## src/rtl/core/julia_escape_time_pixel_top_macros.svh

```systemverilog
// Assertion helpers shared by the escape-time core.
`ifndef JULIA_ESCAPE_TIME_PIXEL_TOP_MACROS_SVH
`define JULIA_ESCAPE_TIME_PIXEL_TOP_MACROS_SVH

`ifndef SYNTHESIS
`define JETP_ASSERT_CLK(label, clk, rst_n, prop, msg) \
    label: assert property (@(posedge clk) disable iff (!rst_n) prop) else $error(msg);
// Uses the module's own i_clk / i_rst_n.
`define JETP_ASSERT(label, prop, msg) \
    `JETP_ASSERT_CLK(label, i_clk, i_rst_n, prop, msg)
`else
`define JETP_ASSERT_CLK(label, clk, rst_n, prop, msg)
`define JETP_ASSERT(label, prop, msg)
`endif

`endif

```

## src/rtl/core/jetp_pkg.sv

```systemverilog
`timescale 1ns / 1ps

package jetp_pkg;

    // Field and register widths
    localparam int WORD_W  = 32;
    localparam int STEP_W  = 31;
    localparam int DIM_W   = 13;
    localparam int LIMIT_W = 16;
    localparam int PIX_W   = 12;
    localparam int OUT_W   = 16;
    localparam int ADDR_W  = 5;
    localparam int DATA_W  = 32;

    // Parameter defaults
    localparam int DEF_MAX_DIM    = 4096;
    localparam int DEF_FRAC_BITS  = 28;
    localparam int DEF_COUNT_BITS = 16;

    // Register map (index = paddr[4:2])
    localparam logic [2:0] REG_CONST_REAL  = 3'd0;
    localparam logic [2:0] REG_CONST_IMAG  = 3'd1;
    localparam logic [2:0] REG_CENTER_REAL = 3'd2;
    localparam logic [2:0] REG_CENTER_IMAG = 3'd3;
    localparam logic [2:0] REG_PIXEL_STEP  = 3'd4;
    localparam logic [2:0] REG_IMAGE_W     = 3'd5;
    localparam logic [2:0] REG_IMAGE_H     = 3'd6;
    localparam logic [2:0] REG_ITER_LIMIT  = 3'd7;

    localparam logic [STEP_W-1:0]  RST_PIXEL_STEP = 31'd268435;
    localparam logic [DIM_W-1:0]   RST_IMAGE_DIM  = 13'd1024;
    localparam logic [LIMIT_W-1:0] RST_ITER_LIMIT = 16'd255;

    typedef struct packed {
        logic signed [WORD_W-1:0] const_real;
        logic signed [WORD_W-1:0] const_imag;
        logic signed [WORD_W-1:0] center_real;
        logic signed [WORD_W-1:0] center_imag;
        logic [STEP_W-1:0]        pixel_step;
        logic [DIM_W-1:0]         image_width;
        logic [DIM_W-1:0]         image_height;
        logic [LIMIT_W-1:0]       iteration_limit;
    } t_cfg;

    typedef enum logic [2:0] {
        ST_IDLE,
        ST_LOAD,
        ST_MUL,
        ST_STEP,
        ST_DONE
    } t_state;

    // Controller -> datapath
    typedef struct packed {
        logic capture;   // take pixel, start-point products
        logic load;      // start point into z, clear count
        logic step;      // z <= z*z + c, count++
        logic res_load;  // result into output register
    } t_cmd;

    // Datapath -> controller
    typedef struct packed {
        logic stop;      // escaped or limit reached
        logic res_free;  // output register can take a result
    } t_sts;

endpackage

```

## src/rtl/core/jetp_ctrl.sv

```systemverilog
`timescale 1ns / 1ps
`include "julia_escape_time_pixel_top_macros.svh"

module jetp_ctrl import jetp_pkg::*; (
    input  logic i_clk,
    input  logic i_rst_n,
    input  logic i_in_valid,
    output logic o_in_ready,
    output t_cmd o_cmd,
    input  t_sts i_sts
);

    t_state r_state, n_state;

    always_ff @(posedge i_clk) begin
        if (!i_rst_n) begin
            r_state <= ST_IDLE;
        end else begin
            r_state <= n_state;
        end
    end

    always_comb begin
        n_state    = r_state;
        o_cmd      = '0;
        o_in_ready = 1'b0;
        unique case (r_state)
            ST_IDLE: begin
                o_in_ready = 1'b1;
                if (i_in_valid) begin
                    o_cmd.capture = 1'b1;
                    n_state       = ST_LOAD;
                end
            end
            ST_LOAD: begin
                o_cmd.load = 1'b1;
                n_state    = ST_MUL;
            end
            // products of z settle into their registers
            ST_MUL: begin
                n_state = ST_STEP;
            end
            ST_STEP: begin
                if (!i_sts.stop) begin
                    o_cmd.step = 1'b1;
                    n_state    = ST_MUL;
                end else if (i_sts.res_free) begin
                    o_cmd.res_load = 1'b1;
                    n_state        = ST_IDLE;
                end else begin
                    n_state = ST_DONE;
                end
            end
            ST_DONE: begin
                if (i_sts.res_free) begin
                    o_cmd.res_load = 1'b1;
                    n_state        = ST_IDLE;
                end
            end
            default: begin
                n_state = ST_IDLE;
            end
        endcase
    end

    `JETP_ASSERT(a_load_when_free, o_cmd.res_load |-> i_sts.res_free, "result overwrote pending transfer")
    `JETP_ASSERT(a_step_loops, (r_state == ST_STEP && !i_sts.stop) |=> (r_state == ST_MUL), "iteration loop broken")
    `JETP_ASSERT(a_accept_to_load, (r_state == ST_IDLE && i_in_valid) |=> (r_state == ST_LOAD), "accepted pixel not loaded")

endmodule

```

## config.mk

```make
export PLATFORM = sky130hd
export DESIGN_NAME = jetp_ctrl
export DESIGN_NICKNAME = d
export VERILOG_FILES = /design/src/rtl/core/jetp_pkg.sv /design/src/rtl/core/jetp_ctrl.sv
export VERILOG_INCLUDE_DIRS = /design/src /design/src/rtl/core
export SDC_FILE = /design/constraint.sdc
export NUM_CORES = 1
export LEC_CHECK = 0
export BUFFER_PORTS_ARGS = -buffer_cell sky130_fd_sc_hd__clkbuf_2
export CAP_MARGIN = 20
export CORE_AREA = 2 2 39 41
export DETAILED_ROUTE_END_ITERATION = 10
export DIE_AREA = 0 0 41 43
export HOLD_SLACK_MARGIN = 0.12
export PLACE_DENSITY_LB_ADDON = 0.25
export SLEW_MARGIN = 20
export SYNTH_ARGS = -nofsm -noshare
export SYNTH_HDL_FRONTEND = slang
export SYNTH_SLANG_ARGS = --single-unit
```

## constraint.sdc

```tcl
create_clock -name i_clk -period 1.4 [get_ports i_clk]
set_input_delay 0.28 -clock i_clk [delete_from_list [all_inputs] [get_ports i_clk]]
set_output_delay 0.28 -clock i_clk [all_outputs]
set_load 0.01 [all_outputs]
```

==> flow_summary.toml <==
[cells_and_area]
reg.largest.list = "r_state: 3 flops"
syn_to_final_growth_pct = 77.17
top_register = "r_state"
drive_above_1_share_pct = 54.55
fin_nets = 39
largest_reg_flops = 3
fin_util_pct = 20.34
num_antenna_cells = 0
design_area_um2 = 281.5

[detailed_routing]
vias_per_cell = 3.857
drtAntennaViolNets = 0
vias = 189
firstDrtPassIters = 1
drt_iter0_drc = 0
drc = 0
routed_wl_um = 401
wl_per_cell_um = 8.184

[synth]
yosys.area_share.simple_pct = 51.18
synth.avg_cell_area_um2 = 9.347
synthMuxAreaShare_pct = 0
synth.distinct_cells = 13
synthXorXnorAreaFrac_pct = 0
synth_warnings = 0
synth_compound_area_share_pct = 11.02
synth_top_family_by_area = "simple AND/OR/NAND/NOR gates"
seq_area_frac_synth_pct = 37.80
ys_seq_elements = 3
netlist_area_um2 = 158.9
synthAdderAreaFrac_pct = 0
synthCells = 17
synth_nets = 22

[grt]
grt_pass1_wl_um = 690
grt_use_total_pct = 6.319
grt_pass1_vias = 170
grt_remaining_overflow = 0
antenna_found_initial = 0
grt_max_degree = 8

[setup_path]
r2r_slack_ns = 0.51
worstSetupEndpointType = "output port"
cp_data_required_time_ns = 1.12
critPathMaxFanout = 2
r2r_start = "r_state[2]"
critPathLaunch = "r_state[0]"
crit_type = "flop to output port"
crit_path_start_kind = "flop"
arrival_ns = 1.20

[sta]
worst_slew_pin_slew_ns = 0.1582
post-route-min-period_ns = 1.480
setup-violations-final = 2
rsz0062_at_grt = "true"
tns_ns = -0.1088
finalClockSkew_ns = 0.001839
period_share_pct = 105.7
fmax_ghz = 0.6759
hold_viol = 0
fin_ws_ns = -0.07960
max-slew-margin-rel_pct = 89.39
slew_viol_final = 0

[placement]
port_buffers = 9
gp_congestion = 0.6821
dp_hpwl_um = 321.6
dp_slack_ns = 0.1682
dpl-instance-area_um2 = 246.5

[worst_hold_path]
hold_path_class = "input port to flop"
min_from = "i_rst_n"

[clock_network]
ctsHtreeMaxLevel = 1
cts_buffers = 3
insertion_delay_ns = 0.24
cts.sinks = 3
cts_tree = "built"
holdBufCountCts = 0
clockRootBuffer = "clkbuf_4"
cts_setup_buffers = 0
clk_pin_slew_ns = 0.04
cts.path.max_buffers = 2

[floorplanning]
initial_core_util_pct = 11.48
die-area_um2 = 1763
core-area_um2 = 1384
ioPinCount = 10
die_height_um = 43
die-width_um = 41
num_rows = 14

[outcome]
violations = "setup timing"
outcome = "finished with violations"

[power]
powerDensity_nw_per_um2 = 1083
p_leak_nw = 0.1311
vdd_drop_max_v = 0.0002376
total_power_uw = 304.9

[job]
maxCapViolations = 0
synthesized netlist by cell type:
master	n	area, µm²
nor3_1	2	10.01
a21oi_1	1	5.000
a21boi_1	1	7.510
nand4b_1	1	8.760
or3b_1	1	8.760
and2_1	1	6.260
nand2b_1	1	6.260
nor2_1	1	3.750
o21ai_1	1	5.000
dfxtp_1	3	60.06
nand3_1	1	5.000
nor3b_1	1	7.510
and4bb_1	2	25.02
worst paths after layout:
path              depth (start not counted)    endpoint
hold / removal                            3  r_state[2]
hold reg to reg                           2  r_state[2]
setup / recovery                          3    o_cmd[0]
setup reg to reg                          3  r_state[2]
final cells by class:
cell class	count	area, µm²
clock buffers	4	26.28
fillers	164	1102
multi-input cells	14	106.4
flip-flops and latches	3	61.31
well taps	16	20.02
repair buffers	12	67.56
kinds of logic after synthesis:
| family | Yosys count |
|---|---|
| compound gates | 3 |
| flops | 3 |
| simple gates | 11 |
layer usage:
layer	routed length, µm	GRT usage (%)	vias up
li1	-	-	97
met1	122	5.769	86
met2	247	9.375	4
met3	9	3.141	2
met4	22	6.000	0
met5	0	0	-
critical path: stages, from the launching register on:
cell and delay (ns):
dfxtp_1 0.30, or3b_4 0.39, a21boi_1 0.14, buf_2 0.14
repair_timing:
| item | 4_1_cts | 5_1_grt |
|---|---|---|
| endpoints found under the setup margin | 2 | 3 |
| gates resized for setup | 0 | 4 |
| pin swaps | 0 | 1 |
cells in the final DEF, fill, tap and decap left out:
master    Yosys  routed
clkbuf_1      0       1
a21oi_1       1       1
dfxtp_2       0       1
nor3_1        2       1
and4bb_1      2       2
and2_1        1       1
nand3_1       1       1
nand4b_1      1       1
o21ai_1       1       1
nand2b_1      1       1
clkbuf_4      0       3
clkbuf_2      0       8
nor3_2        0       1
nor3b_1       1       1
or3b_4        0       1
buf_2         0       1
dfxtp_1       3       2
a21boi_1      1       1
nor2_1        1       1
buf_4         0       3
power by group:
part           switching (mW)  internal [mW]
Clock                  0.0477          0.107
Combinational          0.0273         0.0290
Sequential            0.00257         0.0913
metrics by stage:
step           cells  hold WS, ns
6_report          49       0.2799
4_1_cts           49       0.2843
2_1_floorplan     17       0.4092
3_3_place_gp      45       0.5238
5_1_grt           49       0.2988
3_5_place_dp      45       0.5345
(Power assumes the default switching activity.)
