`config.mk`:
```
export PLATFORM = sky130hd
export DESIGN_NAME = jetp_regs
export DESIGN_NICKNAME = d
export VERILOG_FILES = /design/src/rtl/core/julia_escape_time_pixel_top_macros.svh /design/src/rtl/core/jetp_pkg.sv /design/src/rtl/core/jetp_regs.sv
export SDC_FILE = /design/constraint.sdc
export NUM_CORES = 1
export LEC_CHECK = 0
export CORE_MARGIN = 2
export CORE_UTILIZATION = 43
export DETAILED_ROUTE_END_ITERATION = 8
export DONT_BUFFER_PORTS = 1
export SYNTH_ARGS = -nofsm -noshare
export SYNTH_HDL_FRONTEND = slang
export SYNTH_SLANG_ARGS = --single-unit
```
`constraint.sdc`:
```
create_clock -name i_clk -period 1.83 [get_ports i_clk]
set_input_delay 0.183 -clock i_clk [delete_from_list [all_inputs] [get_ports i_clk]]
set_output_delay 0.183 -clock i_clk [all_outputs]
set_load 0.01 [all_outputs]
```
`src/rtl/core/julia_escape_time_pixel_top_macros.svh`:
```
// Assertion helpers shared by the escape-time core.
`ifndef JULIA_ESCAPE_TIME_PIXEL_TOP_MACROS_SVH
`define JULIA_ESCAPE_TIME_PIXEL_TOP_MACROS_SVH

`ifndef SYNTHESIS
`define JETP_ASSERT_CLK(label, clk, rst_n, prop, msg) \
    label: assert property (@(posedge clk) disable iff (!rst_n) prop) else $error(msg);
// Uses the module's own i_clk / i_rst_n.
`define JETP_ASSERT(label, prop, msg) \
    `JETP_ASSERT_CLK(label, i_clk, i_rst_n, prop, msg)
`else
`define JETP_ASSERT_CLK(label, clk, rst_n, prop, msg)
`define JETP_ASSERT(label, prop, msg)
`endif

`endif

```
`src/rtl/core/jetp_pkg.sv`:
```
`timescale 1ns / 1ps

package jetp_pkg;

    // Field and register widths
    localparam int WORD_W  = 32;
    localparam int STEP_W  = 31;
    localparam int DIM_W   = 13;
    localparam int LIMIT_W = 16;
    localparam int PIX_W   = 12;
    localparam int OUT_W   = 16;
    localparam int ADDR_W  = 5;
    localparam int DATA_W  = 32;

    // Parameter defaults
    localparam int DEF_MAX_DIM    = 4096;
    localparam int DEF_FRAC_BITS  = 28;
    localparam int DEF_COUNT_BITS = 16;

    // Register map (index = paddr[4:2])
    localparam logic [2:0] REG_CONST_REAL  = 3'd0;
    localparam logic [2:0] REG_CONST_IMAG  = 3'd1;
    localparam logic [2:0] REG_CENTER_REAL = 3'd2;
    localparam logic [2:0] REG_CENTER_IMAG = 3'd3;
    localparam logic [2:0] REG_PIXEL_STEP  = 3'd4;
    localparam logic [2:0] REG_IMAGE_W     = 3'd5;
    localparam logic [2:0] REG_IMAGE_H     = 3'd6;
    localparam logic [2:0] REG_ITER_LIMIT  = 3'd7;

    localparam logic [STEP_W-1:0]  RST_PIXEL_STEP = 31'd268435;
    localparam logic [DIM_W-1:0]   RST_IMAGE_DIM  = 13'd1024;
    localparam logic [LIMIT_W-1:0] RST_ITER_LIMIT = 16'd255;

    typedef struct packed {
        logic signed [WORD_W-1:0] const_real;
        logic signed [WORD_W-1:0] const_imag;
        logic signed [WORD_W-1:0] center_real;
        logic signed [WORD_W-1:0] center_imag;
        logic [STEP_W-1:0]        pixel_step;
        logic [DIM_W-1:0]         image_width;
        logic [DIM_W-1:0]         image_height;
        logic [LIMIT_W-1:0]       iteration_limit;
    } t_cfg;

    typedef enum logic [2:0] {
        ST_IDLE,
        ST_LOAD,
        ST_MUL,
        ST_STEP,
        ST_DONE
    } t_state;

    // Controller -> datapath
    typedef struct packed {
        logic capture;   // take pixel, start-point products
        logic load;      // start point into z, clear count
        logic step;      // z <= z*z + c, count++
        logic res_load;  // result into output register
    } t_cmd;

    // Datapath -> controller
    typedef struct packed {
        logic stop;      // escaped or limit reached
        logic res_free;  // output register can take a result
    } t_sts;

endpackage

```
`src/rtl/core/jetp_regs.sv`:
```
`timescale 1ns / 1ps

module jetp_regs import jetp_pkg::*; (
    input  logic              i_clk,
    input  logic              i_rst_n,
    input  logic              psel,
    input  logic              penable,
    input  logic              pwrite,
    input  logic [ADDR_W-1:0] paddr,
    input  logic [DATA_W-1:0] pwdata,
    output logic [DATA_W-1:0] prdata,
    output logic              pready,
    output t_cfg              o_cfg
);

    t_cfg        r_cfg;
    logic        wr_en;
    logic [2:0]  idx;

    assign pready = 1'b1;
    assign wr_en  = psel && penable && pwrite && pready;
    assign idx    = paddr[ADDR_W-1:2];
    assign o_cfg  = r_cfg;

    always_ff @(posedge i_clk) begin
        if (!i_rst_n) begin
            r_cfg.const_real      <= '0;
            r_cfg.const_imag      <= '0;
            r_cfg.center_real     <= '0;
            r_cfg.center_imag     <= '0;
            r_cfg.pixel_step      <= RST_PIXEL_STEP;
            r_cfg.image_width     <= RST_IMAGE_DIM;
            r_cfg.image_height    <= RST_IMAGE_DIM;
            r_cfg.iteration_limit <= RST_ITER_LIMIT;
        end else if (wr_en) begin
            unique case (idx)
                REG_CONST_REAL:  r_cfg.const_real      <= pwdata;
                REG_CONST_IMAG:  r_cfg.const_imag      <= pwdata;
                REG_CENTER_REAL: r_cfg.center_real     <= pwdata;
                REG_CENTER_IMAG: r_cfg.center_imag     <= pwdata;
                REG_PIXEL_STEP:  r_cfg.pixel_step      <= pwdata[STEP_W-1:0];
                REG_IMAGE_W:     r_cfg.image_width     <= pwdata[DIM_W-1:0];
                REG_IMAGE_H:     r_cfg.image_height    <= pwdata[DIM_W-1:0];
                REG_ITER_LIMIT:  r_cfg.iteration_limit <= pwdata[LIMIT_W-1:0];
                default: ;
            endcase
        end
    end

    always_comb begin
        unique case (idx)
            REG_CONST_REAL:  prdata = r_cfg.const_real;
            REG_CONST_IMAG:  prdata = r_cfg.const_imag;
            REG_CENTER_REAL: prdata = r_cfg.center_real;
            REG_CENTER_IMAG: prdata = r_cfg.center_imag;
            REG_PIXEL_STEP:  prdata = DATA_W'(r_cfg.pixel_step);
            REG_IMAGE_W:     prdata = DATA_W'(r_cfg.image_width);
            REG_IMAGE_H:     prdata = DATA_W'(r_cfg.image_height);
            REG_ITER_LIMIT:  prdata = DATA_W'(r_cfg.iteration_limit);
            default:         prdata = '0;
        endcase
    end

endmodule

```
==> results of run 1 <==
worst max-delay path by stage:
stage | cells after the start | endpoint | startpoint
2_1_floorplan | 7 | prdata[16] | paddr[3]
3_3_place_gp | 4 | prdata[12] | o_cfg[41]$_SDFFE_PN0P_
3_5_place_dp | 4 | prdata[12] | o_cfg[41]$_SDFFE_PN0P_
4_1_cts | 4 | prdata[12] | o_cfg[41]$_SDFFE_PN0P_
5_1_grt | 4 | prdata[15] | o_cfg[120]$_SDFFE_PN0P_
6_report | 4 | prdata[7] | o_cfg[36]$_SDFFE_PN0P_
timing repair:
item	in CTS	in global routing
endpoints found under the hold margin	201	0
resized for setup	53	23
pin swaps	20	24
hold buffers	108	0
setup endpoints to repair	14	18
logic make-up (layout without fill, tap and decap cells):
family | Yosys count | after routing
simple gates | 466 | 466
compound gates | 275 | 275
flops | 201 | 201
buf+inv | 135 | 209
mux | 46 | 46
other cells | 1 | 1
where the power goes:
| part | switching (mW) | internal, mW | leakage [nW] |
|---|---|---|---|
| combinational | 0.311 | 0.274 | 2.12 |
| clock | 1.80 | 2.59 | 0.359 |
| sequential | 0.0529 | 4.41 | 1.63 |
cell type report:
| cell class | instances | area, sq um |
|---|---|---|
| multi-input cells | 788 | 4800 |
| fillers | 1958 | 9640 |
| clock buffers | 35 | 691 |
| repair buffers | 139 | 1410 |
| flip-flops and latches | 201 | 4070 |
| well taps | 275 | 344 |
| clock inverters | 6 | 32.5 |
| inverters | 29 | 109 |
per-stage QoR:
stage	power [mW]	utilization	TNS [ns]	cells	area [sq um]
CTS	9.49	0.539	-0.732	1473	11400
finish	9.44	0.543	-0.464	1473	11500
global route	9.72	0.543	-1.18	1473	11500
global placement	4.92	0.444	0	1324	9370
floorplan	4.98	-	0	1124	9250
detailed placement	4.92	0.444	0	1324	9370
per-layer routing:
metal	up-vias	wire length (um)	global-route usage	part of all wire
met5	-	0	0	0
met4	0	743	0.0790	0.023
met3	47	3110	0.0748	0.096
met2	358	15600	0.481	0.48
met1	4008	12800	0.330	0.40
li1	3862	-	-	-
layout by cell type (no fill, tap or decap), types with 4 or more instances in the layout:
master / n
a21boi_1: 128
nor2_1: 21
inv_1: 29
a221oi_1: 6
mux2_4: 6
nor2b_1: 4
mux2i_1: 15
nor2_2: 14
clkinv_2: 5
a221oi_2: 12
buf_12: 6
nand2_1: 391
dlygate4sd3_1: 107
buf_4: 25
mux4_2: 17
a21boi_0: 56
a22o_1: 9
clkbuf_8: 7
nand3_1: 17
dfxtp_1: 171
dfxtp_2: 27
a21oi_1: 5
mux2_2: 8
clkbuf_1: 5
clkbuf_16: 23
o21ai_0: 38
critical path, delay by kind of cell (launching register included):
family,cells,cell delay (ns)
compound gates,2,0.50
flops,1,0.36
mux,1,0.28
simple gates,1,0.09
==> out/metrics.yaml, run 1 <==
power:
  power.density_mw_per_mm2: 824
  p_leak_nw: 4.11
  vdd.ir_drop.worst_mv: 0.513
cts:
  clk_latency_ns: 0.50
  cts_tree: "yes"
  htreeDepth: 1
  cts_buffer_depth: 3
  cts_root_buf: "clkbuf_16"
  path_clk_slew_ns: 0.06
  numCtsBuffers: 23
  cts_setup_buffers: 0
  clock-sinks: 201
grt:
  antenna_found_initial: 0
  grt_max_degree: 127
  grt_pass1_wl_um: 47900
  grt_overflow: 0
  grt_use_total: 0.275
  grt_pass1_vias: 8041
floorplan:
  num_rows: 53
  die_h_um: 151
  die_x_um: 151
  ioPinCount: 276
  core-area_sq_mm: 0.0211
  initial_core_util: 0.439
  dieArea_sq_mm: 0.0227
synthesis:
  synth-xor-area-share: 0
  synth.avg_cell_area_sq_um: 8.23
  ys_ff_latch: 201
  synth_edf_count: 0
  synthTopCellsByCount: "nand2_1, dfxtp_1, a21boi_1"
  yosys_warnings: 0
  synth_top_family_by_area: "compound AO/OA/AOI/OAI gates"
  syn_area_sq_mm: 0.00925
  synth.top_cell.area_share: 0.435
  ys_types: 39
  synth_compound_area_frac: 0.215
  synth_simple_gate_area_frac: 0.202
  synth_adder_area_share: 0
  synthArstFlopShare: 0
  synth_nets: 1166
  netlist_top_cells_area: "dfxtp_1, nand2_1, a21boi_1"
  netlist_instances: 1124
  synthFlopType: "dfxtp_1"
  yosysMostFrequentCell: "nand2_1"
  yosys.area.top_type: "dfxtp_1"
  ys_seq_area_frac: 0.435
  synth.area.mux_share: 0.0746
worst_setup_path:
  crit_slowest_cell: "dfxtp_4"
  crit_path_end_kind: "output port"
  reg2reg_depth: 3
  critPathKind: "reg2out"
  start_kind: "register"
  arrival_ns: 1.73
  reg2reg_from: "o_cfg[42]$_SDFFE_PN1P_"
  path_cells: "mux2_4 -> a22o_4 -> a221oi_4 -> nor2_2"
  critPathRequiredTime_ns: 1.65
  cpPeakStageDelay_ns: 0.36
  r2r_setup_slack_ns: 0.53
  crit_fanout: 3
  r2r_end: "o_cfg[42]$_SDFFE_PN1P_"
timing:
  rsz0062_at_grt: "true"
  setup_ws_ns: -0.0783
  period_share: 1.04
  finalSetupViolCount: 12
  finClkSkew_ns: 0
  max_freq_mhz: 524
  finalHoldViolCount: 0
  final_max_slew_viol_count: 0
  min_period_ns: 1.91
  hold_slack_ns: 0.0847
min_path:
  hold_path.startpoint: "paddr[2]"
  holdPathStages: 4
  hold_end: "o_cfg[191]$_SDFFE_PN0P_"
  hold_class: "in2reg"
final_layout:
  largest_register_ffs: 201
  fin_nets: 1224
  diodes: 0
  drive_gt1_frac: 0.147
  syn2layout_area_growth_pct: 23.8
run:
  max_cap_viol_count: 0
routing:
  wl_per_cell_um: 21.9
  dr.pass1.iters: 5
  viasPerCell: 5.62
  num_vias: 8275
  wl_um: 32300
  ant_nets: 0
  initialDrtViolationCount: 362
  drc_errors: 0
placed_design:
  hpwl_um: 19300
  port_buffers: 0
  post-place-ws_ns: 0.291
  place_congestion: 0.787
run_status:
  status: "complete, but fails checks"
  violations: "setup timing"
(Power assumes the default switching activity.)
==> run 2: changes to the inputs <==
--- a/config.mk
+++ b/config.mk
@@ -5,6 +5,7 @@
 export SDC_FILE = /design/constraint.sdc
 export NUM_CORES = 1
 export LEC_CHECK = 0
+export ABC_AREA = 1
 export CORE_MARGIN = 2
 export CORE_UTILIZATION = 43
 export DETAILED_ROUTE_END_ITERATION = 8
==> out/metrics.yaml, run 2 <==
run_status:
  status: "finished clean"
power:
  p_switching_mw: 2.39  # +10%
  power.density_mw_per_mm2: 874  # +6.1%
  internal_power_mw: 7.44  # +2.3%
  p_seq_frac: 0.460  # -0.013
  power.clock.fraction: 0.475  # +0.010
  swShare: 0.243  # +0.0137
  combPwrFrac: 0.065  # +0.003
  total_power_mw: 9.83  # +4.2%
  p_leak_nw: 4.56  # +11%
  vdd.ir_drop.worst_mv: 0.728  # +42%
min_path:
  hold_class: "in2reg"
  holdPathStages: 3  # -1
final_layout:
  nFillCells: 2015  # +2.9%
  multiInputGateArea_sq_mm: 0.00434  # -9.6%
  syn2layout_area_growth_pct: 24.5
  layout_commonest_cell: "nor2_1"
  final_cell_mix: "nor2_1, dfxtp_1, nand2_1"
  largest_register_ffs: 201  # unchanged
  fin_nets: 1430  # +17%
  diodes: 0  # unchanged
  final-seq-area_sq_mm: 0.00402  # -1.1%
  drive_gt1_frac: 0.0641  # -0.0828
grt:
  grt_max_degree: 111  # -13%
  antenna_found_initial: 0  # unchanged
  grt_use_total: 0.310  # +0.0356
  grt_pass1_wl_um: 54400  # +14%
  grt_overflow: 0  # unchanged
  grt_pass1_vias: 8950  # +11%
synthesis:
  synth_nets: 1368  # +17%
  ys_ff_latch: 201  # unchanged
  synth.top_cell.area_share: 0.446  # +0.0107
  synth.avg_cell_area_sq_um: 6.81  # -17%
  syn_area_sq_mm: 0.00903  # -2.4%
  synthTopCellsByCount: "nor2_1, dfxtp_1, nand2_1"
  yosysMostFrequentCell: "nor2_1"
  synthArstFlopShare: 0  # unchanged
  ys_types: 21  # -46%
  ys_seq_area_frac: 0.446  # +0.0107
  synthFlopType: "dfxtp_1"
  netlist_top_cells_area: "dfxtp_1, nor2_1, o21ai_1"
  yosys.area.top_type: "dfxtp_1"
  yosys_warnings: 0  # unchanged
  synth_edf_count: 0  # unchanged
  netlist_instances: 1326  # +18%
worst_setup_path:
  cpPeakStageDelay_ns: 0.39  # +0.03 ns
  crit_path_end_kind: "output port"
  critPathRequiredTime_ns: 1.65  # about the same
  reg2reg_depth: 3  # unchanged
  critPathKind: "reg2out"
  cp_num_buf_inv: 0  # unchanged
  cp.depth: 4  # unchanged
  crit_slowest_cell: "dfxtp_1"
  start_kind: "register"
  crit_fanout: 3  # unchanged
  arrival_ns: 1.63  # -0.10 ns
  path_cells: "nand4_1 -> nand2_1 -> nor2_1 -> nand3_1"
  crit_family: "simple AND/OR/NAND/NOR gates"
floorplan:
  dieArea_sq_mm: 0.0222  # -2.3%
  initial_core_util: 0.434  # -0.00511
  num_rows: 53  # unchanged
  core-area_sq_mm: 0.0208  # -1.3%
  ioPinCount: 276  # unchanged
  die_h_um: 149  # -1.2%
  die_x_um: 149  # -1.2%
placed_design:
  port_buffers: 0  # unchanged
  place_congestion: 0.907  # +15%
  hpwl_um: 21500  # +11%
routing:
  viasPerCell: 5.71  # +1.6%
  initialDrtViolationCount: 674  # +86%
  dr.pass1.iters: 7  # +2
  wl_um: 35800  # +11%
  drc_errors: 0  # unchanged
  num_vias: 9583  # +16%
  wl_per_cell_um: 21.3  # -2.9%
  ant_nets: 0  # unchanged
timing:
  slew_headroom: 0.553
  rsz0062_at_grt: "false"
  tightest_slew_ns: 0.670
  finalSetupViolCount: 0  # -12
  min_period_ns: 1.82  # -0.0912 ns
  finalHoldViolCount: 0  # unchanged
  final_max_slew_viol_count: 0  # unchanged
  tns_ns: 0  # +0.464 ns
  finClkSkew_ns: 0  # unchanged
  max_freq_mhz: 550  # +5.0%
  period_share: 0.993  # -0.0498
cts:
  clock-sinks: 201  # unchanged
  cts_tree: "yes"
  cts_root_buf: "clkbuf_16"
  cts_buffer_depth: 3  # unchanged
  path_clk_slew_ns: 0.06  # about the same
  htreeDepth: 1  # unchanged
  numCtsBuffers: 24  # +4.3%
  post_cts.resized_instances: 0  # -100%
  clk_latency_ns: 0.52  # +0.02 ns
run:
  max_cap_viol_count: 0  # unchanged
==> run 2: cell count changes after synthesis, moves of 21 or more <==
cell,previous run,this run
a21boi_0,56,0
a21boi_1,128,0
a221oi_1,21,0
buf_1,0,21
buf_2,51,26
clkbuf_1,31,62
nand2_1,391,189
nand3_1,17,65
nand4_1,1,62
nor2_1,32,302
nor3_1,0,128
o21ai_1,0,160
==> run 2: layout make-up <==
cell class                 instances  area share
clock buffer                      39      0.0639
clock inverter                     3     0.00378
inverter                          45      0.0150
multi-input combinational        959       0.386
sequential                       201       0.358
tap                              275      0.0306
timing repair buffer             157       0.143
==> run 2: routing by layer <==
layer  share of wire  track usage  vias to the layer above
met5               0            0                        -
met2            0.47        0.508                      483
met4           0.032        0.106                        0
met1            0.39        0.389                     4487
li1                -            -                     4535
met3            0.11       0.0951                       78
==> run 2: power groups by stage <==
stage	Combinational, mW	Sequential (mW)	Clock, mW
6_report	0.635	4.52	4.67
5_1_grt	0.678	4.53	4.91
4_1_cts	0.626	4.52	4.74
3_5_place_dp	0.408	4.62	0
3_3_place_gp	0.403	4.62	0
2_1_floorplan	0.398	4.59	0
==> run 2: repair_timing <==
item | 4_1_cts | 5_1_grt
hold buffers | 124 | 0
hold endpoints to repair | 201 | 0
buffers inserted | 0 | 0
==> run 2: worst register-to-register path: cells and delay by family, from the launching register on <==
| family | cells | cell delay, ns |
|---|---|---|
| flops | 1 | 0.47 |
| simple gates | 1 | 0.08 |
| buf+inv | 1 | 0.58 |
| compound gates | 1 | 0.13 |
==> run 2: final timing paths <==
check                              start                      to  slack [ns]
setup / recovery  o_cfg[30]$_SDFFE_PN0P_               prdata[1]        0.01
setup reg to reg  o_cfg[30]$_SDFFE_PN0P_  o_cfg[30]$_SDFFE_PN0P_        0.52
hold / removal                  paddr[2]  o_cfg[87]$_SDFFE_PN0P_        0.06
hold reg to reg    o_cfg[9]$_SDFFE_PN0P_   o_cfg[9]$_SDFFE_PN0P_        0.57
==> run 2: per-stage QoR <==
step	instance area, sq um	utilization	hold slack [ns]	instances	worst slack [ns]
4_1_cts	11200	0.540	0.0515	1679	0.0383
3_5_place_dp	9230	0.443	0.296	1513	0.249
6_report	11200	0.540	0.0612	1679	0.0129
5_1_grt	11200	0.540	0.0816	1679	0.0380
2_1_floorplan	9030	-	0.309	1326	0.458
3_3_place_gp	9230	0.443	0.292	1513	0.251
==> run 2: cell families (layout without fill, tap and decap cells) <==
group	count (synthesis)	in the layout	share of synthesized area
other cells	1	1	0.000415
compound gates	200	200	0.111
simple gates	758	758	0.365
buf+inv	166	244	0.0776
flops	201	201	0.446
